===== src/rtl/ppa_pkg.sv =====
package ppa_pkg;

    localparam int COORD_W  = 24;
    localparam int BASIS_W  = 16;
    localparam int PROD_W   = COORD_W + BASIS_W;
    localparam int DOT_W    = PROD_W + 2;
    localparam int FRAC_SH  = 15;
    localparam int POINT_W  = 26;
    localparam int CROSS_W  = 2 * POINT_W;
    localparam int SUM_W    = 64;
    localparam int AREA_W   = 63;
    localparam int CFG_IDX_W = 3;
    localparam int NUM_REGS = 6;

    localparam logic [DOT_W-1:0] ROUND_HALF = DOT_W'(1) << (FRAC_SH - 1);

    typedef enum logic [CFG_IDX_W-1:0] {
        REG_U_X = 3'd0,
        REG_U_Y = 3'd1,
        REG_U_Z = 3'd2,
        REG_V_X = 3'd3,
        REG_V_Y = 3'd4,
        REG_V_Z = 3'd5
    } cfg_reg_t;

    typedef logic signed [POINT_W-1:0] point_t;

    typedef struct packed {
        point_t px;
        point_t py;
        logic   last;
    } proj_t;

endpackage


===== src/rtl/ppa_back.sv =====
module ppa_back (
    input  logic                       aclk,
    input  logic                       aresetn,
    input  logic                       in_valid,
    output logic                       in_ready,
    input  ppa_pkg::proj_t             in_data,
    output logic                       m_tvalid,
    input  logic                       m_tready,
    output logic [ppa_pkg::AREA_W-1:0] area
);
    import ppa_pkg::*;

    typedef enum logic {
        ST_RUN,
        ST_CLOSE
    } state_t;

    state_t                     state_reg;
    logic                       awaiting_reg;
    point_t                     first_x_reg, first_y_reg;
    point_t                     prev_x_reg, prev_y_reg;
    logic                       mul_valid_reg, mul_first_reg, mul_close_reg;
    logic signed [CROSS_W-1:0]  prod_a_reg, prod_b_reg;
    logic [SUM_W-1:0]           sum_reg;
    logic                       out_valid_reg;
    logic [AREA_W-1:0]          area_reg;

    logic                       pop, close_ok, issue_close;
    point_t                     ax, ay, bx, by;
    logic [SUM_W-1:0]           sum_next, neg_sum;

    assign in_ready    = state_reg == ST_RUN;
    assign pop         = in_valid && in_ready;
    // the output register must be free by the time a closing term is summed
    assign close_ok    = !out_valid_reg && !(mul_valid_reg && mul_close_reg);
    assign issue_close = (state_reg == ST_CLOSE) && close_ok;

    always_comb begin
        if (state_reg == ST_CLOSE) begin
            ax = prev_x_reg;  ay = prev_y_reg;
            bx = first_x_reg; by = first_y_reg;
        end else if (awaiting_reg) begin
            ax = in_data.px;  ay = in_data.py;
            bx = in_data.px;  by = in_data.py;
        end else begin
            ax = prev_x_reg;  ay = prev_y_reg;
            bx = in_data.px;  by = in_data.py;
        end
    end

    always_comb begin
        sum_next = (mul_first_reg ? '0 : sum_reg) + SUM_W'(prod_a_reg) - SUM_W'(prod_b_reg);
        neg_sum  = SUM_W'(0) - sum_next;
    end

    assign m_tvalid = out_valid_reg;
    assign area     = area_reg;

    always_ff @(posedge aclk) begin
        if (!aresetn) begin
            state_reg     <= ST_RUN;
            awaiting_reg  <= 1'b1;
            first_x_reg   <= '0;
            first_y_reg   <= '0;
            prev_x_reg    <= '0;
            prev_y_reg    <= '0;
            mul_valid_reg <= 1'b0;
            mul_first_reg <= 1'b0;
            mul_close_reg <= 1'b0;
            sum_reg       <= '0;
            out_valid_reg <= 1'b0;
        end else begin
            mul_valid_reg <= pop || issue_close;
            mul_first_reg <= pop && awaiting_reg;
            mul_close_reg <= issue_close;
            if (pop || issue_close) begin
                prod_a_reg <= CROSS_W'(ax) * CROSS_W'(by);
                prod_b_reg <= CROSS_W'(bx) * CROSS_W'(ay);
            end
            case (state_reg)
                ST_RUN: begin
                    if (pop) begin
                        prev_x_reg <= in_data.px;
                        prev_y_reg <= in_data.py;
                        if (awaiting_reg) begin
                            first_x_reg <= in_data.px;
                            first_y_reg <= in_data.py;
                        end
                        awaiting_reg <= in_data.last;
                        state_reg    <= in_data.last ? ST_CLOSE : ST_RUN;
                    end
                end
                ST_CLOSE: begin
                    if (close_ok) begin
                        state_reg <= ST_RUN;
                    end
                end
                default: state_reg <= ST_RUN;
            endcase
            if (out_valid_reg && m_tready) begin
                out_valid_reg <= 1'b0;
            end
            if (mul_valid_reg) begin
                sum_reg <= sum_next;
                if (mul_close_reg) begin
                    area_reg      <= neg_sum[AREA_W-1:0];
                    out_valid_reg <= 1'b1;
                end
            end
        end
    end

endmodule


===== config.mk =====
export PLATFORM = sky130hd
export DESIGN_NAME = ppa_back
export DESIGN_NICKNAME = d
export VERILOG_FILES = /design/src/rtl/ppa_pkg.sv /design/src/rtl/ppa_back.sv
export SDC_FILE = /design/constraint.sdc
export NUM_CORES = 2
export LEC_CHECK = 0
export BUFFER_PORTS_ARGS = -buffer_cell sky130_fd_sc_hd__buf_2
export CAP_MARGIN = 20
export CELL_PAD_IN_SITES_DETAIL_PLACEMENT = 0
export CELL_PAD_IN_SITES_GLOBAL_PLACEMENT = 1
export CORE_ASPECT_RATIO = 0.7
export CORE_MARGIN = 2
export CORE_UTILIZATION = 52
export DETAILED_ROUTE_END_ITERATION = 8
export PLACE_DENSITY = 0.82
export SYNTH_ARGS = -nofsm -noshare
export SYNTH_HDL_FRONTEND = slang
export SYNTH_SLANG_ARGS = --single-unit

===== constraint.sdc =====
create_clock -name aclk -period 11.5 [get_ports aclk]
set_input_delay 2.3 -clock aclk [delete_from_list [all_inputs] [get_ports aclk]]
set_output_delay 2.3 -clock aclk [all_outputs]
set_load 0.03 [all_outputs]

==> summary.md <==
| Metric | Value |
|---|---|
| Clock skew | `0.0431 ns` |
| Register bit total from synthesis | `between 300 and 400` |
| First-pass GRT wire length | `roughly 350,000 um` |
| Share of layout cells above drive strength 1 | `7.22%` |
| Crit path largest cell delay | `around 0.66 ns` |
| Largest net degree at the start of global routing | `96` |
| Critical Path RT | `about 12 ns` |
| Final worst-path cycle share | `88.4%` |
| DIE AREA | `134,000 um2` |
| Initial Utilization | `52.6%` |
| Seq/Total Area, Yosys | `12.5%` |
| Syn Std Cell Area | `67,900 um2` |
| H-tree level count | `2` |
| Congestion Overflow GR | `0` |
| WL per Instance | `25.6 um` |
| Slew margin rel. | `roughly a fifth` |
| PortBufs | `121` |
| TNS Setup | `0 ns` |
| Area of the multi-input gates | `52,300 um2` |
| Fin util | `56.2%` |
| Max Fclk | `98.3 MHz` |
| Worst-Skew Late Latency | `0.65 ns` |
| Crit end category | `register` |
| CP max-delay cell | `mux2_2` |
| Register area | `8480 um2` |
| Vias | `52,368` |
| Initial drt markers | `about 5,500` |
| Asr flop ratio synth | `0%` |
| Fin crit period | `around 10 ns` |
| Cell depth of the worst flop-to-flop path | `30` |
| Reg2reg setup slack | `1.80 ns` |
| Fin Hold WS | `0.458 ns` |
| Yosys Warn Count | `0` |
| Mapped Cells | `approximately 7,400` |
| Crit path DAT | `10.55 ns` |
| Worst slew pin tran | `1.19 ns` |
| Layout area overhead | `6.74%` |
| Max_cap viols | `0` |
| Hold-fix buffers, CTS | `0` |
| Die Span X | `436 um` |
| Crit path kind | `primary input to register` |
| Crit path max fanout | `16` |
| Post-synth net total | `9,336` |
| GP Congestion | `between 1 and 1.5` |
| Nets@finish | `9,371` |
| IO Pins | `about 120` |
| CTS clk-pin slew, worst paths | `0.07 ns` |
| Layout fillers | `around 12,000` |
| Worst setup SP type | `primary input` |
| Worst hold path type | `register to register` |
| Vias in the first global route | `52,516` |
| Post-route antenna net violation count | `0` |
| Status | `finished, final reports clean` |
| WP buf/inv | `8` |
| CTS Buf Count | `41` |
| Root Buffer | `clkbuf_16` |
| All-layer global routing usage | `35.9%` |
| # setup viols final | `0` |
| Drt drc | `0` |
| Post-Route WL | `236,000 um` |
| Instance count on the critical path | `29` |
| Row count | `110` |
| Reg2Reg Capture Point | `prod_a_reg[50]$_DFFE_PP_` |
| Critical Path Start | `in_data[43]` |
| Critical hold path startpoint | `prev_y_reg[25]$_SDFFE_PN0P_` |
| Clk sink count | `340` |
| Post-CTS Setup Repair Bufs | `0` |
| DRT Pass-1 Iters | `5` |
| Top cell family by delay on the critical path | `adder cells` |
| Bufs on Longest Clock Path | `3` |
| Synth unique cells | `slightly below 100` |
| CTS tree | `yes` |
| RR Startpoint | `awaiting_reg$_SDFFE_PN1P_` |
| Core Area | `around 130,000 um2` |
| Max-slew violations | `0` |
| Dpl hpwl | `197,000 um` |
| Die Ht | `306 um` |
| Critical path endpoint | `prod_a_reg[50]$_DFFE_PP_` |
| Number of synthesized flops with an enable pin | `167` |
| Vias/cell | `5.66` |
| Initial antenna violation count | `6` |
| Main synth FF type | `dfxtp_1` |
| Final hold violations | `0` |
| # resized after CTS | `0` |
| RSZ-0062 raised after global routing | `no` |
| Average size of a mapped cell | `9.13 um2` |
cells in the mapped netlist (all sizes together), types with 5 or more instances:
cell type     n  area, um2
a2111oi       6       72.6
a211o        10       87.6
a211oi       25        193
a21boi       11       82.6
a21o        102        766
a21oi       246       1230
a221oi        9       85.1
a22o         26        228
a311oi        5       50.0
a31o          6       52.6
a31oi        20        131
a41oi         6       52.6
and2         45        282
and3         25        156
and4          6       55.1
buf          32        141
clkbuf      266       1000
dfxtp       173       3460
edfxtp      167       5010
fa         1482      29700
ha          357       4470
inv        1653       6200
mux2         98       1100
mux2i       132       1320
nand2      1046       3930
nand2b       82        513
nand3        40        200
nand4        29        181
nor2        769       2890
nor2b        16        100
nor3         54        280
nor3b         7       62.6
nor4         14        115
o211ai       13        111
o21a         25        188
o21ai        83        415
o21bai       26        199
o31ai        17        146
or2          19        119
or3           8       50.1
or4           8       63.8
xnor2       150       1310
xor2         63        552
kinds of logic after synthesis:
family	share of synthesized area [%]
buffers and inverters	10.8
AOI/OAI and AO/OA	6.59
adders and majority gates	50.2
and+or+nand+nor	13.5
muxes	3.57
xor gates and xnor gates	2.75
DFF	12.5
worst register-to-register path: cells and delay by family, from the launching register on:
kind | cells | cell delay, ns
compound gates | 7 | 2.05
xor+xnor | 1 | 0.12
fa+ha+maj | 8 | 4.00
buf+inv | 8 | 0.76
flops | 1 | 0.35
mux | 1 | 0.74
simple gates | 5 | 1.45
worst min path at each step:
stage                                             end  slack, ns  cells past startpoint
after CTS                  prev_y_reg[5]$_SDFFE_PN0P_       0.46                      2
final                     prev_y_reg[25]$_SDFFE_PN0P_       0.46                      2
after global placement     prev_y_reg[6]$_SDFFE_PN0P_       0.44                      2
after detailed placement   prev_y_reg[5]$_SDFFE_PN0P_       0.45                      2
after floorplan           prev_y_reg[25]$_SDFFE_PN0P_       0.43                      2
after global routing      first_y_reg[5]$_SDFFE_PN0P_       0.48                      1
per-layer routing:
metal | global-route usage (%) | wire length (um) | up-vias
met5 | 0.143 | 11 | -
met1 | 54.7 | 105000 | 26574
met4 | 8.39 | 6400 | 2
met3 | 14.7 | 35200 | 314
li1 | - | - | 22550
met2 | 46.9 | 90200 | 2928
layout make-up:
cell class	instances	area share, %
inverter	1657	8.58
antenna	6	0.0207
clock buffer	47	1.47
clock inverter	28	0.478
tap	1736	3.00
timing repair buffer	290	2.67
sequential	340	11.7
multi-input combinational	5145	72.1
cell usage in the layout, fill, tap and decap left out, drive strengths merged, types with 10 or more instances in the layout:
cell type,instances
inv,1661
fa,1482
nand2,1046
nor2,769
ha,357
buf,290
a21oi,246
dfxtp,173
edfxtp,167
xnor2,150
mux2i,132
a21o,102
mux2,98
o21ai,83
nand2b,82
xor2,63
nor3,54
clkbuf,47
and2,45
nand3,40
nand4,29
a22o,26
o21bai,26
o21a,25
a211oi,25
and3,25
a31oi,20
or2,19
o31ai,17
nor2b,16
clkinv,15
nor4,14
o211ai,13
a21boi,11
a211o,10
stage by stage:
step	area [um2]	std cells	setup slack, ns
final	72500	9249	1.33
after global routing	72500	9244	0.997
after CTS	72400	9241	1.55
after detailed placement	71000	9166	0.899
after global placement	71000	9166	0.923
after floorplan	67900	7440	2.13
Power is left out: the tool's default activity adds up to more than one toggle a clock period on the data nets, which glitch-free logic cannot reach.
