==> src/rtl/ppa_pkg.sv <==
package ppa_pkg;

    localparam int COORD_W  = 24;
    localparam int BASIS_W  = 16;
    localparam int PROD_W   = COORD_W + BASIS_W;
    localparam int DOT_W    = PROD_W + 2;
    localparam int FRAC_SH  = 15;
    localparam int POINT_W  = 26;
    localparam int CROSS_W  = 2 * POINT_W;
    localparam int SUM_W    = 64;
    localparam int AREA_W   = 63;
    localparam int CFG_IDX_W = 3;
    localparam int NUM_REGS = 6;

    localparam logic [DOT_W-1:0] ROUND_HALF = DOT_W'(1) << (FRAC_SH - 1);

    typedef enum logic [CFG_IDX_W-1:0] {
        REG_U_X = 3'd0,
        REG_U_Y = 3'd1,
        REG_U_Z = 3'd2,
        REG_V_X = 3'd3,
        REG_V_Y = 3'd4,
        REG_V_Z = 3'd5
    } cfg_reg_t;

    typedef logic signed [POINT_W-1:0] point_t;

    typedef struct packed {
        point_t px;
        point_t py;
        logic   last;
    } proj_t;

endpackage

==> src/rtl/ppa_fifo.sv <==
module ppa_fifo #(
    parameter int DEPTH = 4
) (
    input  logic           aclk,
    input  logic           aresetn,
    input  logic           wr_valid,
    output logic           wr_ready,
    input  ppa_pkg::proj_t wr_data,
    output logic           rd_valid,
    input  logic           rd_ready,
    output ppa_pkg::proj_t rd_data
);
    import ppa_pkg::*;

    localparam int PTR_W = $clog2(DEPTH);
    localparam int CNT_W = $clog2(DEPTH + 1);

    proj_t            mem_reg [DEPTH];
    logic [PTR_W-1:0] wr_ptr_reg, rd_ptr_reg;
    logic [CNT_W-1:0] count_reg;
    logic             push, pop;

    assign wr_ready = count_reg != CNT_W'(DEPTH);
    assign rd_valid = count_reg != '0;
    assign rd_data  = mem_reg[rd_ptr_reg];
    assign push     = wr_valid && wr_ready;
    assign pop      = rd_valid && rd_ready;

    always_ff @(posedge aclk) begin
        if (!aresetn) begin
            wr_ptr_reg <= '0;
            rd_ptr_reg <= '0;
            count_reg  <= '0;
        end else begin
            if (push) begin
                wr_ptr_reg <= (wr_ptr_reg == PTR_W'(DEPTH - 1)) ? '0 : wr_ptr_reg + 1'b1;
            end
            if (pop) begin
                rd_ptr_reg <= (rd_ptr_reg == PTR_W'(DEPTH - 1)) ? '0 : rd_ptr_reg + 1'b1;
            end
            if (push && !pop) begin
                count_reg <= count_reg + 1'b1;
            end else if (pop && !push) begin
                count_reg <= count_reg - 1'b1;
            end
        end
    end

    always_ff @(posedge aclk) begin
        if (push) begin
            mem_reg[wr_ptr_reg] <= wr_data;
        end
    end

endmodule

==> config.mk <==
export PLATFORM = sky130hd
export DESIGN_NAME = ppa_fifo
export DESIGN_NICKNAME = d
export VERILOG_FILES = /design/src/rtl/ppa_pkg.sv /design/src/rtl/ppa_fifo.sv
export SDC_FILE = /design/constraint.sdc
export NUM_CORES = 1
export LEC_CHECK = 0
export ABC_CLOCK_PERIOD_IN_PS = 5300
export BUFFER_PORTS_ARGS = -buffer_cell sky130_fd_sc_hd__buf_2
export CAP_MARGIN = 20
export CORE_MARGIN = 4
export CORE_UTILIZATION = 59
export CTS_CLUSTER_DIAMETER = 120
export DETAILED_ROUTE_END_ITERATION = 12
export HOLD_SLACK_MARGIN = 0.05
export PLACE_DENSITY = 0.83
export SETUP_SLACK_MARGIN = 0.05
export SKIP_LAST_GASP = 1
export SLEW_MARGIN = 15
export SYNTH_ARGS = -nofsm -noshare
export SYNTH_HDL_FRONTEND = slang
export SYNTH_SLANG_ARGS = --single-unit
==> constraint.sdc <==
create_clock -name aclk -period 5.3 [get_ports aclk]
set_input_delay 1.06 -clock aclk [delete_from_list [all_inputs] [get_ports aclk]]
set_output_delay 1.06 -clock aclk [all_outputs]
set_load 0.01 [all_outputs]
==> results of run 1 <==
layer usage:
layer / wire length, µm / up-vias
li1: - / 1651
met1: 5730 / 1919
met2: 7270 / 109
met3: 940 / 17
met4: 139 / 2
met5: 13 / -
logic make-up (layout without fill, tap and decap cells):
group / count (synthesis) / count (layout) / share of synthesized area
AND/OR/NAND/NOR: 20 / 20 / 0.0145
adder cells (fa/ha/maj): 7 / 7 / 0.0117
buffers and inverters: 17 / 160 / 0.0114
flip-flops: 221 / 221 / 0.806
XOR/XNOR: 2 / 2 / 0.00216
multiplexers: 55 / 55 / 0.150
AO/OA/AOI/OAI: 6 / 6 / 0.00432
cell type report:
cell class,instances,area [µm²]
inverter,3,11.3
sequential,221,6550
clock buffer,23,576
fill,779,3750
clock inverter,17,136
tap,176,220
multi-input combinational,90,1480
timing repair buffer,117,621
report_power, final:
part	total (mW)	leakage (nW)	internal, mW	switching [mW]
Sequential	2.23	2.02	2.12	0.105
Clock	1.49	0.349	0.885	0.604
Combinational	0.925	0.895	0.460	0.465
through the flow:
stage	hold WS (ns)	power (mW)	worst slack [ns]
finish	0.505	4.64	1.85
floorplan	0.468	2.85	2.68
global route	0.538	4.85	1.75
global placement	0.480	3.16	2.29
detailed placement	0.500	3.19	2.29
CTS	0.508	4.68	1.78
cell usage after synthesis:
library cell	instances
sky130_fd_sc_hd__nor2_1	2
sky130_fd_sc_hd__buf_2	2
sky130_fd_sc_hd__and3_2	4
sky130_fd_sc_hd__mux4_2	53
sky130_fd_sc_hd__xor2_1	1
sky130_fd_sc_hd__xnor2_1	1
sky130_fd_sc_hd__nand3_1	2
sky130_fd_sc_hd__nand2_1	5
sky130_fd_sc_hd__and2_4	1
sky130_fd_sc_hd__ha_1	6
sky130_fd_sc_hd__or3_2	2
sky130_fd_sc_hd__or3b_1	1
sky130_fd_sc_hd__buf_4	5
sky130_fd_sc_hd__clkbuf_1	6
sky130_fd_sc_hd__o31ai_1	1
sky130_fd_sc_hd__o21ai_1	1
sky130_fd_sc_hd__o21ai_0	3
sky130_fd_sc_hd__mux2i_1	2
sky130_fd_sc_hd__nor2b_1	1
sky130_fd_sc_hd__a21boi_0	1
sky130_fd_sc_hd__and2_1	1
sky130_fd_sc_hd__dfxtp_1	9
sky130_fd_sc_hd__inv_1	3
sky130_fd_sc_hd__fa_1	1
sky130_fd_sc_hd__nand4_1	1
sky130_fd_sc_hd__edfxtp_1	212
sky130_fd_sc_hd__buf_6	1
worst min-delay path, stage by stage, from the launching register on:
cell,delay (ns)
sky130_fd_sc_hd__dfxtp_1,0.34
sky130_fd_sc_hd__nand2_1,0.06
sky130_fd_sc_hd__mux2i_1,0.06
path summary, 6_finish.rpt:
kind                                    from                          to  depth (start not counted)
setup / recovery                        flop                 rd_data[27]                          3
hold / removal    wr_ptr_reg[1]$_SDFFE_PN0P_  wr_ptr_reg[1]$_SDFFE_PN0P_                          2
setup reg to reg   count_reg[1]$_SDFFE_PN0P_   count_reg[2]$_SDFFE_PN0P_                          7
hold reg to reg   wr_ptr_reg[1]$_SDFFE_PN0P_  wr_ptr_reg[1]$_SDFFE_PN0P_                          2
==> results by stage, run 1 <==
Outcome:
- The run finished with clean final reports.

Place:
- Input and output buffers added on the ports amount to ~110.
- In this run the cell area measured after placement is about 9000 µm².
- In this run, placement finished with an instance count of between 600 and 700.
- The placed wire-length estimate is 8420 µm.
- The final RePlAce weighted congestion is roughly 0.7.

Floorplan:
- The total number of placement rows is 42.
- The initial utilization of the core area, before any placement, comes to 0.608.
- The overall die width is 125 µm.
- Measured along the y axis, the die boundary spans 125 µm.
- 112 I/O pins were placed.
- The overall die area is 15700 µm².
- The area of the core region is 13300 µm².

Yosys:
- After synthesis, the cell types taking the most area are sky130_fd_sc_hd__edfxtp_1 78%, sky130_fd_sc_hd__mux4_2 15%, sky130_fd_sc_hd__dfxtp_1 2.2%.
- The number of different library cells used by synthesis comes to 27.
- The number of nets in the synthesized netlist is 392.
- The largest total area in the synthesized netlist belongs to sky130_fd_sc_hd__edfxtp_1.
- In this run, synthesis produced a sequential element count of 221.
- The gate count after technology mapping is ~330.
- Of the post-synthesis cell area, the dominant cell type holds 0.784.
- The Yosys step of the flow raised 0 warnings.
- The synthesized area divided by synthesized cell count is 24.7 µm².
- The share of the Yosys chip area taken by registers is 0.806.
- The post-synthesis cell area is about 8100 µm².

Timing:
- The final count of hold timing violations is 0.
- Setup repair after global routing left no endpoint under its margin.
- Of the available clock period, the critical path in the final layout requires 0.651.
- Setup violations remaining at the end of the flow were counted as 0.
- Timing would allow up to roughly 0.29 GHz.
- In the final timing run, aggregate negative setup slack is 0 ns.
- Measured against its own limit, the worst slew margin works out to 0.481.
- The slew of the pin with the lowest slew margin is around 0.78 ns.
- The setup clock skew after layout is between 0.004 and 0.005 ns.
- The max-slew violation total from the final report is 0.
- The shortest clock period the worst path allows after layout is 3.45 ns.

CTS:
- The clock transition time at the flip-flop clock pins of the worst setup and hold paths is about 0.06 ns.
- The number of gates given a new drive strength after cts is 0.
- The clock latency on the worst-skew pair is about 0.48 ns.
- In this run the clock root is driven by a sky130_fd_sc_hd__clkbuf_16.
- The number of buffers between clock root and the deepest sink is 3.
- The H-tree depth is 1.
- Counting the buffers created by CTS gives 22.
- The CTS tree is built.
- The number of hold-repair buffers added at the cts stage is 0.
- Clock tree synthesis found a total of between 200 and 250 sinks.
- Post-CTS timing repair inserted 0 buffers for setup.

Power and ir drop:
- IR analysis of the VDD net gives a maximum drop of between 200 and 300 µV.
- The total power per unit cell area is around 480 nW/µm².
- Summed over all cells, the static leakage comes to about 3.3 nW.

Cells and area:
- The flip-flop count of the largest register, all copies and words added is roughly 210.
- The repair_antennas step left the layout with diodes totalling 0.
- The fraction of layout instances using a drive strength above 1 is 0.452.
- The synthesis-to-finish area growth is 18.2%.
- The number of nets in the layout is slightly above 500.
- In the layout the commonest cells are 212 x sky130_fd_sc_hd__edfxtp_1, 111 x sky130_fd_sc_hd__buf_2, 53 x sky130_fd_sc_hd__mux4_2.
- The most common library cell in the layout ignoring fill and taps is sky130_fd_sc_hd__edfxtp_1.
- Once layout is done, the placed cells without fillers occupy around 9600 µm².
- The final cell count without fillers is about 650.
- At the end of the flow the core is filled with cells to 0.719.

Global route:
- For this run, global-route usage on met1 was measured as 0.258.
- The via count of the first global-routing pass came to ~4100.
- The initial antenna violation count is 1.
- The wire length of the first global-routing pass is between 20000 and 25000 µm.
- The overall routing resource usage is 0.184.
- The global route total overflow is 0.
- In the global route stage, met3 resource usage came out at 0.0443.
- The met2 layer usage reported by global route is 0.304.
- The largest net degree at the start of global routing is 54.
- In this run the most used layer during global routing was met2.

Critical path:
- The largest fanout on the critical path is 28.
- Traced cell by cell, the critical path runs through buf_4 -> mux4_2 -> buf_2.
- The worst setup path is launched from a flop.
- In this design, the largest share of critical-path delay is due to flip-flops.
- The largest single stage delay on the critical path is 0.84 ns.
- STA puts the critical path data arrival time at approximately 2.4 ns.
- The critical-path cell with the highest stage delay is sky130_fd_sc_hd__dfxtp_2.
- The number of buffers and inverters on the critical path is 2.
- The kind of end point of the critical path is an output pin.
- The internal reg-to-reg setup slack is around 2.7 ns.
- The required time of the critical path is roughly 4.2 ns.
- The type of the worst setup path is reg2out.

Detailed routing:
- The number of optimization iterations in the first detailed-route pass is 4.
- For this block, the initial DRC count from the detailed router was 251.
- The post-detailed-route wirelength per cell is approximately 22 µm.
- The number of antenna-violating nets in the routed design is 0.
- Across all layers, the routed design uses 3698 vias.
- The detailed-route vias per instance is 5.72.
- The post-detailed-routing wire length is about 14000 µm.
- The residual DRC count is 0.

Flow run:
- Max-cap violations in this run came to 0.

Worst hold path:
- The kind of path behind the tightest hold check is reg2reg.
Power figures use the tool's default switching activity.
==> inputs of run 2 (changes only) <==
ABC_CLOCK_PERIOD_IN_PS = 2950   (was 5300)
CORE_UTILIZATION = 51   (was 59)
PLACE_DENSITY = 0.76   (was 0.83)
clock period = 2.95 ns   (was 5.3 ns; I/O delays follow)
==> results by stage, run 2 (synthesized netlist as in run 1, its figures left out) <==
Cells and area:
- The most common library cell in the layout ignoring fill and taps is sky130_fd_sc_hd__edfxtp_1.
- The number of diodes is 0 (unchanged).
- The flip-flop count of the largest register, all copies and words added came to 212 (unchanged).
- From synthesis to final layout, the design area changed by 19.2%.
- The core occupancy in the finished layout is 0.629 (-0.0893).
- The number of nets in the layout came to 525 (+1.2%).
- In the layout the commonest cells are 212 x sky130_fd_sc_hd__edfxtp_1, 111 x sky130_fd_sc_hd__buf_2, 53 x sky130_fd_sc_hd__mux4_2.
- The fraction of layout instances using a drive strength above 1 is 0.452 (-0.000549).

Timing:
- The setup clock skew after layout was 0.00976 ns (+0.00515 ns).
- The worst max-slew margin expressed relative to the limit is 0.577 (+0.0958).
- The max-slew violation total from the final report is 0 (unchanged).
- Static timing analysis puts the maximum clock frequency at about 0.39 GHz.
- Setup repair after global routing left no endpoint under its margin.
- The setup TNS is 0 ns (unchanged).
- Dividing the final minimum period by the clock period gives 0.879.
- The worst hold slack came to 0.317 ns (-0.188 ns).
- The final count of hold timing violations is 0 (unchanged).
- The count of endpoints failing setup in the final report was 0 (unchanged).
- The shortest clock period the worst path allows after layout is roughly 2.6 ns.
- The slew of the pin with the lowest slew margin is 0.629 ns (-0.149 ns).

CTS:
- The CTS tree is built.
- The number of buffers added by the clock tree synthesis step is 23 (+4.5%).
- The number of hold-repair buffers added at the cts stage was 0 (unchanged).
- The number of clock sinks seen by CTS is 221 (unchanged).
- The H-tree depth is 1 (unchanged).
- The cell chosen for the clock root is sky130_fd_sc_hd__clkbuf_16.
- The number of gates given a new drive strength after cts is 0 (unchanged).
- The clock latency on the worst-skew pair is 0.48 ns (about the same).
- The clock transition time at the flip-flop clock pins of the worst setup and hold paths was 0.06 ns (about the same).
- The total setup buffers inserted after CTS is 0 (unchanged).
- The number of buffers between clock root and the deepest sink is 3 (unchanged).

Power and ir drop:
- The switching power summed over all nets is 2.09 mW (+78%).
- The internal power is 6.25 mW (+80%).
- The fraction of power consumed by combinational cells was 0.213 (+0.014).
- The clock network power share was 0.318 (-0.003).
- The leakage power figure came to 3.29 nW (+0.85%).
- The part of the power in registers came to 0.469 (-0.011).
- The total power per unit cell area is 862 nW/µm² (+78%).
- The highest ir drop seen on vdd is 560 µV (+96%).
- The switching share of power came to 0.250 (-0.00245).

Critical path:
- The kind of end point of the critical path is a flop.
- The internal reg-to-reg setup slack is 0.36 ns (-2.36 ns).
- The arrival time at the worst endpoint came to 2.99 ns (+0.60 ns).
- Walking the worst path, the cells encountered are o31ai_1 -> ha_1 -> inv_1 -> fa_1 -> xor2_1 -> or3_2 -> a21boi_0.
- The largest fanout on the critical path is 5 (-82%).
- The biggest cell delay along the critical path came to 0.59 ns (-0.25 ns).
- The required time of the critical path is 3.35 ns (-0.89 ns).
- The critical path is of the reg2reg type.
- The slowest stage of the critical path belongs to the cell sky130_fd_sc_hd__o31ai_1.
- STA classifies the critical path startpoint as a flop.

Detailed routing:
- The detailed-route vias per instance is 5.52 (-3.4%).
- The total number of vias is 3794 (+2.6%).
- The post-detailed-route wirelength per cell is 20.8 µm (-4.7%).
- The number of optimization iterations in the first detailed-route pass is 4 (unchanged).
- The residual DRC count is 0 (unchanged).
- The number of antenna-violating nets in the routed design was 0 (unchanged).
- The number of violations reported at the end of detailed-routing iteration 0 is 246 (-2.0%).
- The post-detailed-routing wire length came to 14300 µm (+1.2%).

Place:
- The final RePlAce weighted congestion is 0.717 (+2.4%).
- The port buffer count was 111 (unchanged).
- The placed wire-length estimate came to 8640 µm (+2.5%).

Global route:
- The global route total overflow is 0 (unchanged).
- The largest net degree at the start of global routing is 54 (unchanged).
- The via count of the first global-routing pass was 4117 (+1.5%).
- The wire length of the first global-routing pass was 22300 µm (-0.25%).
- The overall routing resource usage was 0.160 (-0.0241).
- The initial antenna violation count is 2 (+1).

Outcome:
- The run finished with clean final reports.

Floorplan:
- The area of the core region is 15400 µm² (+15%).
- The overall die width is 134 µm (+7.1%).
- The die outline height came to 134 µm (+7.1%).
- The number of top-level pins came to 112 (unchanged).
- The overall die area came to 18000 µm² (+15%).
- The total number of placement rows is 45 (+7.1%).
- The initial standard-cell utilization of the core is 0.528 (-0.0801).

Worst hold path:
- In this run the worst hold path is classified as in2reg.

Flow run:
- The number of maximum-capacitance violations is 0 (unchanged).
-- run 2: metrics by stage --
step | instance area (µm²) | cells | power, mW | setup slack, ns
after global routing | 9680 | 687 | 8.72 | 0.180
after floorplan | 8120 | 328 | 5.12 | 0.746
after global placement | 8970 | 647 | 5.72 | 0.629
final | 9680 | 687 | 8.34 | 0.357
after detailed placement | 8970 | 647 | 5.79 | 0.377
after CTS | 9680 | 687 | 8.46 | 0.311
-- run 2: layer usage --
| layer | vias up | share of wire | GRT usage |
|---|---|---|---|
| met5 | - | 0.0014 | 0 |
| met4 | 4 | 0.018 | 0.0413 |
| met3 | 27 | 0.063 | 0.0364 |
| met2 | 112 | 0.51 | 0.270 |
| met1 | 1991 | 0.41 | 0.214 |
| li1 | 1660 | - | - |
-- run 2: critical path: cells and delay by family (launching register included) --
kind / cells / cell delay (ns)
AOI/OAI and AO/OA: 2 / 0.80
and+or+nand+nor: 1 / 0.42
adders and majority gates: 2 / 0.69
xor gates and xnor gates: 1 / 0.18
buffers and inverters: 1 / 0.07
DFF: 1 / 0.36
-- run 2: area by class of cell --
type                       instances  area (µm²)
sequential                       221        6550
fill                            1053        5700
multi-input combinational         90        1480
timing repair buffer             122         663
clock buffer                      31         636
tap                              211         264
clock inverter                     9        71.3
inverter                           3        11.3
-- run 2: power by group through the flow --
stage	logic, mW	clock network (mW)	registers (mW)
global placement	1.77	0	3.95
detailed placement	1.81	0	3.98
finish	1.78	2.65	3.91
CTS	1.82	2.73	3.92
global route	1.93	2.85	3.94
floorplan	1.19	0	3.94
-- run 2: final timing paths --
path / from / end / depth (start not counted)
min: wr_data[4] / mem_reg[1][4]$_DFFE_PP_ / 1
max reg2reg: count_reg[1]$_SDFFE_PN0P_ / count_reg[2]$_SDFFE_PN0P_ / 7
min reg2reg: wr_ptr_reg[1]$_SDFFE_PN0P_ / wr_ptr_reg[1]$_SDFFE_PN0P_ / 2
max: count_reg[1]$_SDFFE_PN0P_ / count_reg[2]$_SDFFE_PN0P_ / 7
